**src/bts_ram.sv**
```systemverilog
// Generic synchronous RAM: one write port, two registered read ports.
// No dependencies.
module bts_ram #(
    parameter int WIDTH = 8,
    parameter int DEPTH = 256,
    parameter int AW    = $clog2(DEPTH)
) (
    input  logic             i_clk,
    input  logic             i_we,
    input  logic [AW-1:0]    i_waddr,
    input  logic [WIDTH-1:0] i_wdata,
    input  logic [AW-1:0]    i_raddr_a,
    input  logic [AW-1:0]    i_raddr_b,
    output logic [WIDTH-1:0] o_rdata_a,
    output logic [WIDTH-1:0] o_rdata_b
);
    logic [WIDTH-1:0] r_mem [DEPTH];

    always_ff @(posedge i_clk) begin
        if (i_we) begin
            r_mem[i_waddr] <= i_wdata;
        end
        o_rdata_a <= r_mem[i_raddr_a];
        o_rdata_b <= r_mem[i_raddr_b];
    end
endmodule

```
**config.mk**
```make
export PLATFORM = sky130hd
export DESIGN_NAME = bts_ram
export DESIGN_NICKNAME = d
export VERILOG_FILES = /design/src/bts_ram.sv
export SDC_FILE = /design/constraint.sdc
export NUM_CORES = 2
export LEC_CHECK = 0
export BUFFER_PORTS_ARGS = -buffer_cell sky130_fd_sc_hd__buf_4
export CAP_MARGIN = 5
export CORE_ASPECT_RATIO = 1.4
export CORE_MARGIN = 10
export CORE_UTILIZATION = 49
export CTS_CLUSTER_DIAMETER = 50
export CTS_CLUSTER_SIZE = 8
export DETAILED_ROUTE_END_ITERATION = 8
export GPL_TIMING_DRIVEN = 0
export PLACE_DENSITY = 0.77
export SYNTH_ARGS = -nofsm -noshare
export SYNTH_HDL_FRONTEND = slang
export SYNTH_SLANG_ARGS = --single-unit
```
**constraint.sdc**
```tcl
create_clock -name i_clk -period 2.2 [get_ports i_clk]
set_clock_uncertainty 0.15 [all_clocks]
set_input_delay 0.11 -clock i_clk [delete_from_list [all_inputs] [get_ports i_clk]]
set_output_delay 0.11 -clock i_clk [all_outputs]
set_load 0.02 [all_outputs]
```
==> metrics.cfg <==
[route]
wirelength_um = 534000
drt_first_pass_iters = 9
avgRoutedWirePerCell_um = 66.3
vias = 67300
dr.first_iter.drc_count = 14100
route.detailed.drc = 0
viasPerCell = 8.35
antenna_left = 0

[synth]
synthMuxAreaShare_pct = 27.3
synth-seq-cells = 2064
synth_compound_area_share_pct = 3.54
synth_edf_count = 2048
syn_area_per_cell_um2 = 20.0
synth_cell_types = 65
yosys_warnings = 0
synth_top_family_by_area = multiplexers
ys.flop_type = edfxtp_1
synthArstFlopShare_pct = 0
syn_area_um2 = 97000
ys_seq_area_share_pct = 63.7
synth_cells = 4847
synthAdderAreaFrac_pct = 0
synth-xor-area-share_pct = 0
synth_nets = 4881
synthSimpleGateAreaFrac_pct = 2.70

[clock_tree]
ctsRootBufferMaster = clkbuf_16
cts_tree = done
clk_path_buf_depth = 4
cts_buffers = 304
insertion_delay_ns = 0.91
cts.reportedPaths.clkPinSlew_ns = 0.05
h-tree-depth = 5
cts.sinks = 2064

[die]
rows = 193
die_area_um2 = 216000
io_pins = 50
core_area_um2 = 197000
die_h_um = 546
initial_core_util_pct = 49.2
fp.dieW_um = 396

[place]
place_ws_ns = -3.82
dp_hpwl_um = 374000
portBuffers = 39
gp_congestion = 1.10

[global_route]
grt_pass1_vias = 62900
antenna_found_initial = 64
grt-ovfl-total = 0
grt_pass1_wl_um = 671000
grt_max_degree = 153
track_usage_pct = 48.8

[critical_path]
cp_slowest_cell = a21oi_2
crit_chain = buf_2 -> buf_6 -> clkinv_4 -> nor2_2 -> clkbuf_8 -> a22oi_1 -> a21oi_2 -> nor3_4 -> nor4_4
path_delay_family = buffers and inverters
worst-path-buf-inv = 4
path_class = input port to flop
crit_fanout = 10
crit_arrival_ns = 3.50
cp_data_required_time_ns = 2.73
setup.worst_path.start_class = input port
cpPeakStageDelay_ns = 0.56
endpoint_kind = flop

[sta]
setup_viol = 496
period_needed_ns = 2.97
slew_headroom_pct = -5.57
setup_slack_ns = -0.771
hold_ws_ns = -0.00173
finalHoldViolCount = 1
fin_crit_sh_pct = 135
slew_violations = 11
tightest_slew_ns = 1.58
max_freq_mhz = 337
rsz0062_at_grt = yes

[pwr]
peakVddDrop_v = 0.000820
p_leak_nw = 36.1
powerDensity_nw_per_um2 = 855

[final_layout]
final_cell_mix = edfxtp_1 (2,048), mux4_2 (1,051), clkbuf_16 (309), mux2i_1 (218), nor2_4 (150)
area_growth_pct = 18.8
num-fill-cells = 14400
final_common_cell = edfxtp_1
final_util_pct = 58.4
multiInputGateArea_um2 = 35500
nets = 5354
drive_gt1_share_pct = 43.9
register_area_um2 = 61800

[status]
violations = negative hold slack, max-capacitance violations, max-slew violations, negative setup slack
outcome = finished with violations

[flow_run]
maxCapViolCount = 1

[worst_hold_path]
hold_path_class = input port to flop

==> cells by family after synthesis <==
logic type,count (synthesis)
multiplexers,1325
buffers and inverters,401
flip-flops,2064
AO/OA/AOI/OAI,466
AND/OR/NAND/NOR,591
==> final timing paths <==
path,to,from,depth (start not counted),slack [ns]
worst max register to register,o_rdata_a[0]$_DFF_P_,r_mem[47][0]$_DFFE_PP_,6,-0.58
worst min register to register,o_rdata_a[6]$_DFF_P_,r_mem[188][6]$_DFFE_PP_,6,1.02
worst max-delay path,o_rdata_a[7]$_DFF_P_,i_raddr_a[2],9,-0.77
worst min-delay path,r_mem[247][5]$_DFFE_PP_,i_we,3,-0.002
==> through the flow <==
step	total power, W	hold WS [ns]	TNS [ns]	cells	instance area [um2]
floorplan	0.0486	0.0589	-0.152	4847	97000
global placement	0.0543	0.379	-4457.67	7518	101000
detailed placement	0.0545	0.231	-2765.12	7579	102000
CTS	0.0969	0.00896	-61.34	7988	114000
global route	0.0989	0.0200	-13.24	8016	115000
finish	0.0985	-0.00173	-43.84	8065	115000
==> where the power goes <==
| part | total, W | internal, W | switching, W |
|---|---|---|---|
| Combinational | 0.0121 | 0.00360 | 0.00851 |
| Clock | 0.0429 | 0.0251 | 0.0178 |
| Sequential | 0.0435 | 0.0434 | 0.0000590 |
==> synth_stat cells, types with 25 or more instances <==
cell type | count | area (um2)
a211oi_1 | 28 | 210
a21oi_1 | 79 | 395
a221oi_1 | 32 | 280
a22oi_1 | 62 | 465
buf_1 | 25 | 93.8
buf_2 | 104 | 521
buf_4 | 42 | 315
buf_6 | 44 | 495
buf_8 | 35 | 526
clkbuf_1 | 137 | 514
edfxtp_1 | 2048 | 61500
mux2_2 | 38 | 428
mux2i_1 | 236 | 2360
mux4_2 | 1051 | 23700
nand2_1 | 114 | 428
nand3_1 | 52 | 260
nor2_1 | 298 | 1120
nor2b_1 | 27 | 169
o21ai_0 | 34 | 170
o221ai_1 | 65 | 569
o22ai_1 | 48 | 300
==> cell type report <==
cell class              count  share of cell area (%)
flip-flops and latches   2064                    53.7
multi-input cells        2382                    30.8
clock buffers             339                    6.81
plain buffers             393                    3.40
well taps                2632                    2.86
repair buffers            169                    1.96
clock inverters            28                   0.312
diodes                     52                   0.113
inverters                   6                  0.0315
==> registers in the layout, summed over array words and instances (netlist names) <==
register and cells:
r_mem 2048, o_rdata_a 8, o_rdata_b 8
==> per-layer routing <==
layer  share of wire (%)  track usage (%)  vias to the layer above
li1                    -                -                    22000
met1                  30             54.4                    34900
met2                  41             66.2                     7970
met3                  17             25.7                     2366
met4                  12             46.1                       43
met5               0.075           0.0223                        -
==> worst reg2reg max path: stages (launching register included) <==
cell and delay [ns]:
edfxtp_1 0.42, mux4_2 0.49, mux4_2 0.58, a22oi_2 0.50, nand3_4 0.20, o31ai_4 0.17
a211oi_4 0.11
==> what timing repair did <==
| item | CTS | global route |
|---|---|---|
| setup buffers | 23 | 17 |
| resized for setup | 889 | 167 |
| pin swaps | 54 | 33 |
| endpoints found under the hold margin | 1274 | 51 |
| hold buffers | 21 | 4 |
| setup endpoints to repair | 1865 | 825 |
(Power assumes the default switching activity.)
